**src/rtl/uet_pkg.sv**
```systemverilog
// Shared types and constants of the undirected edge table.
package uet_pkg;

  localparam int WEIGHT_W = 16;
  localparam int TAG_W    = 6;

  // Operation codes carried on the func field.
  localparam logic [1:0] FUNC_ADD    = 2'd0;
  localparam logic [1:0] FUNC_DELETE = 2'd1;
  localparam logic [1:0] FUNC_LOOKUP = 2'd2;
  localparam logic [1:0] FUNC_MODIFY = 2'd3;

  // Result status codes.
  localparam logic [1:0] ST_OK        = 2'd0;
  localparam logic [1:0] ST_NOT_FOUND = 2'd1;
  localparam logic [1:0] ST_FULL      = 2'd2;
  localparam logic [1:0] ST_BAD_ARG   = 2'd3;

  typedef logic [1:0] rd_sel_t;

  // Read address sources of the table memory.
  localparam rd_sel_t RD_ZERO = 2'd0;
  localparam rd_sel_t RD_NEXT = 2'd1;
  localparam rd_sel_t RD_LAST = 2'd2;
  localparam rd_sel_t RD_POS  = 2'd3;

  typedef struct packed {
    logic    load;
    logic    rd_en;
    rd_sel_t rd_src;
    logic    scan_start;
    logic    scan_step;
    logic    capture;
    logic    finish;
  } uet_cmd_t;

  typedef struct packed {
    logic [1:0] func;
    logic       count_zero;
    logic       scan_match;
    logic       scan_last;
    logic       out_free;
  } uet_sts_t;

endpackage

```
**src/rtl/undirected_edge_table_top.sv**
```systemverilog
// Top level of the undirected edge table: sequencer, datapath and checks.
//
// The block keeps up to TABLE_DEPTH undirected weighted edges in a single-port-write,
// registered-read memory and runs one operation at a time, giving one result for each
// transaction taken on the input. Add and modify need no scan; lookup and delete compare
// one stored entry per cycle through the memory read port, from position 0 until the
// first match, or through the entry count when there is none. The result is held in an
// output register, so a new transaction is taken while an earlier result still waits;
// the block only stalls completion until that register is free. No clearing pass is
// needed after reset: only entries below the count are ever used in a result or
// written back.
module undirected_edge_table_top #(
  parameter int TABLE_DEPTH = 64,
  parameter int NODE_BITS   = 8
) (
  input  logic                               clk,
  input  logic                               rst_n,
  input  logic                               in_valid,
  output logic                               in_stall,
  input  logic [1:0]                         in_func,
  input  logic [NODE_BITS-1:0]               in_node_a,
  input  logic [NODE_BITS-1:0]               in_node_b,
  input  logic [uet_pkg::WEIGHT_W-1:0]       in_weight,
  input  logic [$clog2(TABLE_DEPTH)-1:0]     in_position,
  output logic                               out_valid,
  input  logic                               out_stall,
  output logic [1:0]                         out_status,
  output logic [$clog2(TABLE_DEPTH)-1:0]     out_hit_position,
  output logic [uet_pkg::WEIGHT_W-1:0]       out_hit_weight,
  output logic [uet_pkg::TAG_W-1:0]          out_hit_tag,
  output logic [$clog2(TABLE_DEPTH+1)-1:0]   out_entry_count
);
  import uet_pkg::*;

  localparam int POS_W = $clog2(TABLE_DEPTH);
  localparam int CNT_W = $clog2(TABLE_DEPTH + 1);

  uet_cmd_t cmd;
  uet_sts_t sts;

  uet_ctrl u_ctrl (
    .clk      (clk),
    .rst_n    (rst_n),
    .in_valid (in_valid),
    .in_stall (in_stall),
    .sts      (sts),
    .cmd      (cmd)
  );

  uet_dp #(
    .TABLE_DEPTH (TABLE_DEPTH),
    .NODE_BITS   (NODE_BITS),
    .POS_W       (POS_W),
    .CNT_W       (CNT_W)
  ) u_dp (
    .clk              (clk),
    .rst_n            (rst_n),
    .in_func          (in_func),
    .in_node_a        (in_node_a),
    .in_node_b        (in_node_b),
    .in_weight        (in_weight),
    .in_position      (in_position),
    .cmd              (cmd),
    .sts              (sts),
    .out_valid        (out_valid),
    .out_stall        (out_stall),
    .out_status       (out_status),
    .out_hit_position (out_hit_position),
    .out_hit_weight   (out_hit_weight),
    .out_hit_tag      (out_hit_tag),
    .out_entry_count  (out_entry_count)
  );

`ifndef ASSERT_OFF
  // Once a transaction is taken, the input is stalled in the cycle after it.
  a_busy_after_accept: assert property (@(posedge clk) disable iff (!rst_n)
    (in_valid && !in_stall) |=> in_stall)
    else $error("input taken again while an operation was in progress");

  a_count_bound: assert property (@(posedge clk) disable iff (!rst_n)
    out_valid |-> (out_entry_count <= CNT_W'(TABLE_DEPTH)))
    else $error("entry count beyond table depth");

  // A failed operation reports no position, weight or tag.
  a_fail_zero: assert property (@(posedge clk) disable iff (!rst_n)
    (out_valid && (out_status != ST_OK)) |->
      ((out_hit_position == '0) && (out_hit_weight == '0) && (out_hit_tag == '0)))
    else $error("failed operation carries result fields");

  a_sts_count: assert property (@(posedge clk) disable iff (!rst_n)
    (out_valid && (out_status == ST_FULL)) |-> (out_entry_count == CNT_W'(TABLE_DEPTH)))
    else $error("table reported full below its depth");
`endif

endmodule

```
**src/rtl/uet_ctrl.sv**
```systemverilog
// Sequencer of the edge table: decode, linear scan and completion of one operation.
module uet_ctrl (
  input  logic              clk,
  input  logic              rst_n,
  input  logic              in_valid,
  output logic              in_stall,
  input  uet_pkg::uet_sts_t sts,
  output uet_pkg::uet_cmd_t cmd
);
  import uet_pkg::*;

  localparam logic [1:0] S_IDLE   = 2'd0;
  localparam logic [1:0] S_DECODE = 2'd1;
  localparam logic [1:0] S_SCAN   = 2'd2;
  localparam logic [1:0] S_FINISH = 2'd3;

  logic [1:0] state_r;
  logic [1:0] state_nxt;

  assign in_stall = (state_r != S_IDLE);

  always_comb begin
    cmd       = '0;
    state_nxt = state_r;
    unique case (state_r)
      S_IDLE: begin
        if (in_valid) begin
          cmd.load  = 1'b1;
          state_nxt = S_DECODE;
        end
      end
      S_DECODE: begin
        unique case (sts.func)
          FUNC_ADD: begin
            state_nxt = S_FINISH;
          end
          FUNC_MODIFY: begin
            cmd.rd_en  = 1'b1;
            cmd.rd_src = RD_POS;
            state_nxt  = S_FINISH;
          end
          FUNC_LOOKUP, FUNC_DELETE: begin
            if (sts.count_zero) begin
              state_nxt = S_FINISH;
            end else begin
              cmd.rd_en      = 1'b1;
              cmd.rd_src     = RD_ZERO;
              cmd.scan_start = 1'b1;
              state_nxt      = S_SCAN;
            end
          end
        endcase
      end
      S_SCAN: begin
        if (sts.scan_match) begin
          cmd.capture = 1'b1;
          // A delete needs the last entry to fill the hole it leaves.
          if (sts.func == FUNC_DELETE) begin
            cmd.rd_en  = 1'b1;
            cmd.rd_src = RD_LAST;
          end
          state_nxt = S_FINISH;
        end else if (sts.scan_last) begin
          state_nxt = S_FINISH;
        end else begin
          cmd.rd_en     = 1'b1;
          cmd.rd_src    = RD_NEXT;
          cmd.scan_step = 1'b1;
        end
      end
      S_FINISH: begin
        if (sts.out_free) begin
          cmd.finish = 1'b1;
          state_nxt  = S_IDLE;
        end
      end
    endcase
  end

  always_ff @(posedge clk) begin
    if (!rst_n) begin
      state_r <= S_IDLE;
    end else begin
      state_r <= state_nxt;
    end
  end

endmodule

```
**src/rtl/uet_dp.sv**
```systemverilog
// Datapath of the edge table: entry memory, count, scan compare and result register.
module uet_dp #(
  parameter int TABLE_DEPTH = 64,
  parameter int NODE_BITS   = 8,
  parameter int POS_W       = 6,
  parameter int CNT_W       = 7
) (
  input  logic                         clk,
  input  logic                         rst_n,
  input  logic [1:0]                   in_func,
  input  logic [NODE_BITS-1:0]         in_node_a,
  input  logic [NODE_BITS-1:0]         in_node_b,
  input  logic [uet_pkg::WEIGHT_W-1:0] in_weight,
  input  logic [POS_W-1:0]             in_position,
  input  uet_pkg::uet_cmd_t            cmd,
  output uet_pkg::uet_sts_t            sts,
  output logic                         out_valid,
  input  logic                         out_stall,
  output logic [1:0]                   out_status,
  output logic [POS_W-1:0]             out_hit_position,
  output logic [uet_pkg::WEIGHT_W-1:0] out_hit_weight,
  output logic [uet_pkg::TAG_W-1:0]    out_hit_tag,
  output logic [CNT_W-1:0]             out_entry_count
);
  import uet_pkg::*;

  typedef struct packed {
    logic [NODE_BITS-1:0] node_from;
    logic [NODE_BITS-1:0] node_to;
    logic [WEIGHT_W-1:0]  weight;
    logic [TAG_W-1:0]     tag;
  } entry_t;

  entry_t edge_mem [TABLE_DEPTH];
  entry_t rd_data_r;

  // Latched operation.
  logic [1:0]           func_r;
  logic [NODE_BITS-1:0] node_a_r;
  logic [NODE_BITS-1:0] node_b_r;
  logic [WEIGHT_W-1:0]  weight_r;
  logic [POS_W-1:0]     pos_r;

  logic [CNT_W-1:0]     count_r;
  logic [POS_W-1:0]     cmp_idx_r;
  logic                 found_r;
  logic [POS_W-1:0]     found_idx_r;
  logic [TAG_W-1:0]     found_tag_r;
  logic [WEIGHT_W-1:0]  found_w_r;

  logic                 out_valid_r;
  logic [1:0]           out_status_r;
  logic [POS_W-1:0]     out_pos_r;
  logic [WEIGHT_W-1:0]  out_w_r;
  logic [TAG_W-1:0]     out_tag_r;
  logic [CNT_W-1:0]     out_count_r;

  logic [POS_W-1:0]     last_idx;
  logic [POS_W-1:0]     rd_addr;
  logic                 full;
  logic                 mod_bad;
  logic                 match;
  logic                 out_free;

  logic [1:0]           res_status;
  logic [POS_W-1:0]     res_pos;
  logic [WEIGHT_W-1:0]  res_w;
  logic [TAG_W-1:0]     res_tag;
  logic [CNT_W-1:0]     count_nxt;
  logic                 wr_en;
  logic [POS_W-1:0]     wr_addr;
  entry_t               wr_data;

  assign last_idx = POS_W'(count_r - 1'b1);
  assign full     = (count_r == CNT_W'(TABLE_DEPTH));
  assign mod_bad  = (CNT_W'(pos_r) >= count_r) || (weight_r == '0);
  assign match    = ((rd_data_r.node_from == node_a_r) && (rd_data_r.node_to == node_b_r)) ||
                    ((rd_data_r.node_from == node_b_r) && (rd_data_r.node_to == node_a_r));
  assign out_free = !out_valid_r || !out_stall;

  always_comb begin
    sts            = '0;
    sts.func       = func_r;
    sts.count_zero = (count_r == '0);
    sts.scan_match = match;
    sts.scan_last  = (cmp_idx_r == last_idx);
    sts.out_free   = out_free;
  end

  always_comb begin
    unique case (cmd.rd_src)
      RD_ZERO: rd_addr = '0;
      RD_NEXT: rd_addr = POS_W'(cmp_idx_r + 1'b1);
      RD_LAST: rd_addr = last_idx;
      RD_POS:  rd_addr = pos_r;
    endcase
  end

  // Result and table update for the completing operation.
  always_comb begin
    res_status = ST_OK;
    res_pos    = '0;
    res_w      = '0;
    res_tag    = '0;
    count_nxt  = count_r;
    wr_en      = 1'b0;
    wr_addr    = pos_r;
    wr_data    = rd_data_r;
    unique case (func_r)
      FUNC_ADD: begin
        if (full) begin
          res_status = ST_FULL;
        end else begin
          res_pos   = count_r[POS_W-1:0];
          res_tag   = TAG_W'(count_r);
          wr_en     = 1'b1;
          wr_addr   = count_r[POS_W-1:0];
          wr_data   = '{node_from: node_a_r, node_to: node_b_r,
                        weight: weight_r, tag: TAG_W'(count_r)};
          count_nxt = count_r + 1'b1;
        end
      end
      FUNC_DELETE: begin
        if (!found_r) begin
          res_status = ST_NOT_FOUND;
        end else begin
          res_pos   = found_idx_r;
          res_tag   = found_tag_r;
          wr_en     = 1'b1;
          wr_addr   = found_idx_r;
          wr_data   = rd_data_r;
          count_nxt = count_r - 1'b1;
        end
      end
      FUNC_LOOKUP: begin
        if (!found_r) begin
          res_status = ST_NOT_FOUND;
        end else begin
          res_pos = found_idx_r;
          res_w   = found_w_r;
          res_tag = found_tag_r;
        end
      end
      FUNC_MODIFY: begin
        if (mod_bad) begin
          res_status = ST_BAD_ARG;
        end else begin
          res_pos        = pos_r;
          res_tag        = rd_data_r.tag;
          wr_en          = 1'b1;
          wr_addr        = pos_r;
          wr_data        = rd_data_r;
          wr_data.weight = weight_r;
        end
      end
    endcase
  end

  always_ff @(posedge clk) begin
    if (cmd.finish && wr_en) begin
      edge_mem[wr_addr] <= wr_data;
    end
    if (cmd.rd_en) begin
      rd_data_r <= edge_mem[rd_addr];
    end
  end

  always_ff @(posedge clk) begin
    if (!rst_n) begin
      count_r     <= '0;
      out_valid_r <= 1'b0;
      found_r     <= 1'b0;
    end else begin
      if (cmd.finish) begin
        count_r     <= count_nxt;
        out_valid_r <= 1'b1;
      end else if (!out_stall) begin
        out_valid_r <= 1'b0;
      end
      if (cmd.load) begin
        found_r <= 1'b0;
      end else if (cmd.capture) begin
        found_r <= 1'b1;
      end
    end
  end

  always_ff @(posedge clk) begin
    if (cmd.load) begin
      func_r   <= in_func;
      node_a_r <= in_node_a;
      node_b_r <= in_node_b;
      weight_r <= in_weight;
      pos_r    <= in_position;
    end
    if (cmd.scan_start) begin
      cmp_idx_r <= '0;
    end else if (cmd.scan_step) begin
      cmp_idx_r <= POS_W'(cmp_idx_r + 1'b1);
    end
    if (cmd.capture) begin
      found_idx_r <= cmp_idx_r;
      found_tag_r <= rd_data_r.tag;
      found_w_r   <= rd_data_r.weight;
    end
    if (cmd.finish) begin
      out_status_r <= res_status;
      out_pos_r    <= res_pos;
      out_w_r      <= res_w;
      out_tag_r    <= res_tag;
      out_count_r  <= count_nxt;
    end
  end

  assign out_valid        = out_valid_r;
  assign out_status       = out_status_r;
  assign out_hit_position = out_pos_r;
  assign out_hit_weight   = out_w_r;
  assign out_hit_tag      = out_tag_r;
  assign out_entry_count  = out_count_r;

endmodule
```
**config.mk**
```make
export PLATFORM = sky130hd
export DESIGN_NAME = undirected_edge_table_top
export DESIGN_NICKNAME = d
export VERILOG_FILES = /design/src/rtl/uet_pkg.sv /design/src/rtl/undirected_edge_table_top.sv /design/src/rtl/uet_ctrl.sv /design/src/rtl/uet_dp.sv
export SDC_FILE = /design/constraint.sdc
export NUM_CORES = 2
export LEC_CHECK = 0
export BUFFER_PORTS_ARGS = -buffer_cell sky130_fd_sc_hd__buf_2
export CORE_MARGIN = 10
export CORE_UTILIZATION = 25
export CTS_BUF_LIST = sky130_fd_sc_hd__clkbuf_8
export DETAILED_ROUTE_END_ITERATION = 12
export PLACE_DENSITY_LB_ADDON = 0.2
export RECOVER_POWER = 50
export SYNTH_ARGS = -nofsm -noshare
export SYNTH_HDL_FRONTEND = slang
export SYNTH_SLANG_ARGS = --single-unit
```
**constraint.sdc**
```tcl
create_clock -name clk -period 8 [get_ports clk]
set_input_delay 1.6 -clock clk [delete_from_list [all_inputs] [get_ports clk]]
set_output_delay 1.6 -clock clk [all_outputs]
set_load 0.1 [all_outputs]
```
==> metrics.cfg <==
[run_status]
status=finished with violations
failed_checks=capacitance limit, slew limit

[cells_and_area]
multi_input_area_um2=22880
areaGrowthSynthToFinish_pct=15.83
fillCellCount=40080
seq_area_um2=77660
stdcell_area_um2=117600
post_route_cells_drive_above_1_share_pct=18.67
final_nets=6204

[synthesis]
ys_warn_count=0
synthCells=5707
synth-seq-cells=2592
synth_nets=5773
ys_types=67
synth-seq-area-share_pct=76.50
synth_top_cell_by_area=edfxtp_1
yosys-top-cells-area=edfxtp_1 (76%), mux4_2 (7.5%), mux2i_1 (3.5%)
async_reset_ff_share_pct=0
synthTopCellsByCount=edfxtp_1 (2575), nand2_1 (794), nand3_1 (461)
synth_enable_flop_cells=2575
syn_area_um2=101500
avgSynthCellArea_um2=17.79
synthFlopType=edfxtp_1
synth_most_common_cell=edfxtp_1
synth_top_area_share_pct=76.16

[power_and_ir_drop]
switching_share_pct=29.91
total_power_mw=33.32
clock_power_share_pct=32.9
power.internal_mw=23.35
power_density_nw_per_um2=283.3
p_seq_share_pct=49.9
p_sw_mw=9.964
ir_worst_vdd_mv=0.1486
p_comb_share_pct=17.3
p_leak_nw=39.17

[timing]
layout_worst_path_cycle_share_pct=84.99
finalCriticalPeriod_ps=6799
hold_violations=0
drv_slew=1553
finalSetupViolations=0
slew_headroom_pct=-141.2
tns_ps=0
finalHoldWorstSlack_ps=519.7
rsz0062_at_grt=no
finalWorstSetupSlack_ps=1201
tightest_slew_ps=3617
clock_skew_ps=74.43
max_clock_freq_ghz=0.1471

[setup_path]
start_kind=flop
reg2reg_depth=8
crit_type=flop to flop
critPathCaptureType=flop
cp.arrival_ps=7150
r2r-end=u_dp.edge_mem[39][32]
cp_max_fo=65
worstReg2RegStart=u_dp.func_r[0]
worstPathRequired_ps=8350
r2r_slack_ps=1200

[hold_path]
min_from=u_dp.cmp_idx_r[5]
hold_depth=0
holdPathEnd=u_dp.found_idx_r[5]
hp-class=flop to flop

[routing]
detail_route.iter0.violations=4833
wl_met1_um=139200
highest_layer=met5
ant_nets=0
routed_wl_um=326100
drc=0
vias=55110
drt-pass1-iter-count=7
dr_wl_met2_um=160900
vias_per_cell=4.631
wl_met3_um=14130
wl_per_cell_um=27.40

[place]
port_buffers=82
place_ws_ps=1642
place.gp.congestion=0.8021
dpl_cell_area_um2=110200
place_hpwl_um=203000

[clocking]
htree_levels=5
postCtsHoldBufs=0
cts_tree=yes
max-clock-path-buffers=4
clkSinkCount=2592
numCtsBuffers=440
cts-root-buf=clkbuf_8
post_cts_resized=0
postCtsSetupBuffers=0
clk_latency_ps=1110
clkTransAtPathRegs_ps=60

[die]
fp.dieArea_um2=432000
dieWidth_um=657.3
pin_count=83
coreArea_um2=403800
die_height_um=657.3
rows=233
start_util_pct=25.14

[global_route]
grt_start_max_net_pins=90
grt_pass1_vias=56470
grt_usage_pct=14.46
grt-ovfl-total=0
grt_pass1_wl_um=454600
antenna_found_initial=8

[flow_run]
max_cap_viol_count=28

## power by group through the flow
stage                     sequential [mW]  clock [mW]  combinational, mW
final                                16.6        11.0               5.75
after global routing                 16.6        11.9               6.13
after CTS                            16.5        11.3               6.00
after detailed placement             16.8           0               6.00
after global placement               16.8           0               5.96
after floorplan                      16.8           0               3.11
## area by class of cell
class	count	area share, %
Inverter	30	0.09576
Clock buffer	451	5.279
Clock inverter	344	1.424
Sequential cell	2592	66.05
Tap cell	5405	5.751
Timing Repair Buffer	309	1.939
Antenna cell	5	0.01064
Multi-Input combinational cell	2765	19.46
## cell usage in the layout, fill, tap and decap left out, types with 18 or more instances in the layout
cell,instances
a22oi_1,50
a22o_1,57
clkbuf_1,72
nand4_1,18
a21oi_1,86
nor2_4,74
inv_1,167
nor2_1,55
ha_1,22
buf_4,173
a2111oi_0,26
edfxtp_1,2575
o21ai_0,25
nand3_1,461
clkinv_1,132
and4_1,29
and3_1,72
buf_12,26
nand2_1,793
a32oi_1,40
mux4_2,340
clkbuf_8,451
a31oi_1,44
mux2i_1,360
xor2_1,39
clkinv_2,46
buf_2,28
## layer usage
metal  vias to the layer above  global-route usage (%)
li1                      23600                       -
met1                     29430                   18.84
met2                      1624                   24.69
met3                       464                   1.845
met4                         2                   5.149
met5                         -                       0
## state kept, by name, indices dropped and copies added, names as in the netlist, 7 cells and up
name / flops
u_dp.out_entry_count: 7
u_dp.count_r: 7
u_dp.node_b_r: 8
u_dp.edge_mem: 2432
u_dp.rd_data_r: 38
u_dp.weight_r: 16
u_dp.out_hit_weight: 16
u_dp.found_w_r: 16
u_dp.node_a_r: 8
## worst max path at each step
stage	from	endpoint	slack, ps	cells past startpoint
after global routing	u_dp.func_r[1]	u_dp.edge_mem[54][35]	770	8
final	u_dp.func_r[0]	u_dp.edge_mem[39][32]	1200	8
after floorplan	u_dp.rd_data_r[33]	u_dp.rd_data_r[0]	1020	6
after detailed placement	u_dp.rd_data_r[27]	u_dp.rd_data_r[15]	1640	13
after global placement	u_dp.node_a_r[0]	u_dp.rd_data_r[15]	1550	13
after CTS	u_dp.rd_data_r[27]	u_dp.rd_data_r[15]	1570	13
## per-stage QoR
stage	instances	utilization (%)
final	11900	29.12
after global routing	11900	29.12
after CTS	11900	29.24
after detailed placement	11100	27.29
after global placement	11100	27.29
after floorplan	5707	-
## cell families (layout without fill, tap and decap cells)
kind of cell | count (synthesis) | count (layout) | synth area share (%)
flops | 2592 | 2592 | 76.50
fa+ha+maj | 22 | 22 | 0.2711
mux | 703 | 703 | 11.12
buf+inv | 350 | 1134 | 1.629
compound gates | 422 | 422 | 3.075
simple gates | 1566 | 1566 | 6.926
other cells | 0 | 5 | 0
xor+xnor | 52 | 52 | 0.4757
## critical path, stage by stage (launching register included)
cell and delay (ps):
edfxtp_1 450, inv_1 140, ha_1 150, clkbuf_1 940, nand2_1 540, nor2_1 280, clkbuf_1 740, a22o_2 260
clkbuf_1 2480
(Power assumes the default switching activity.)
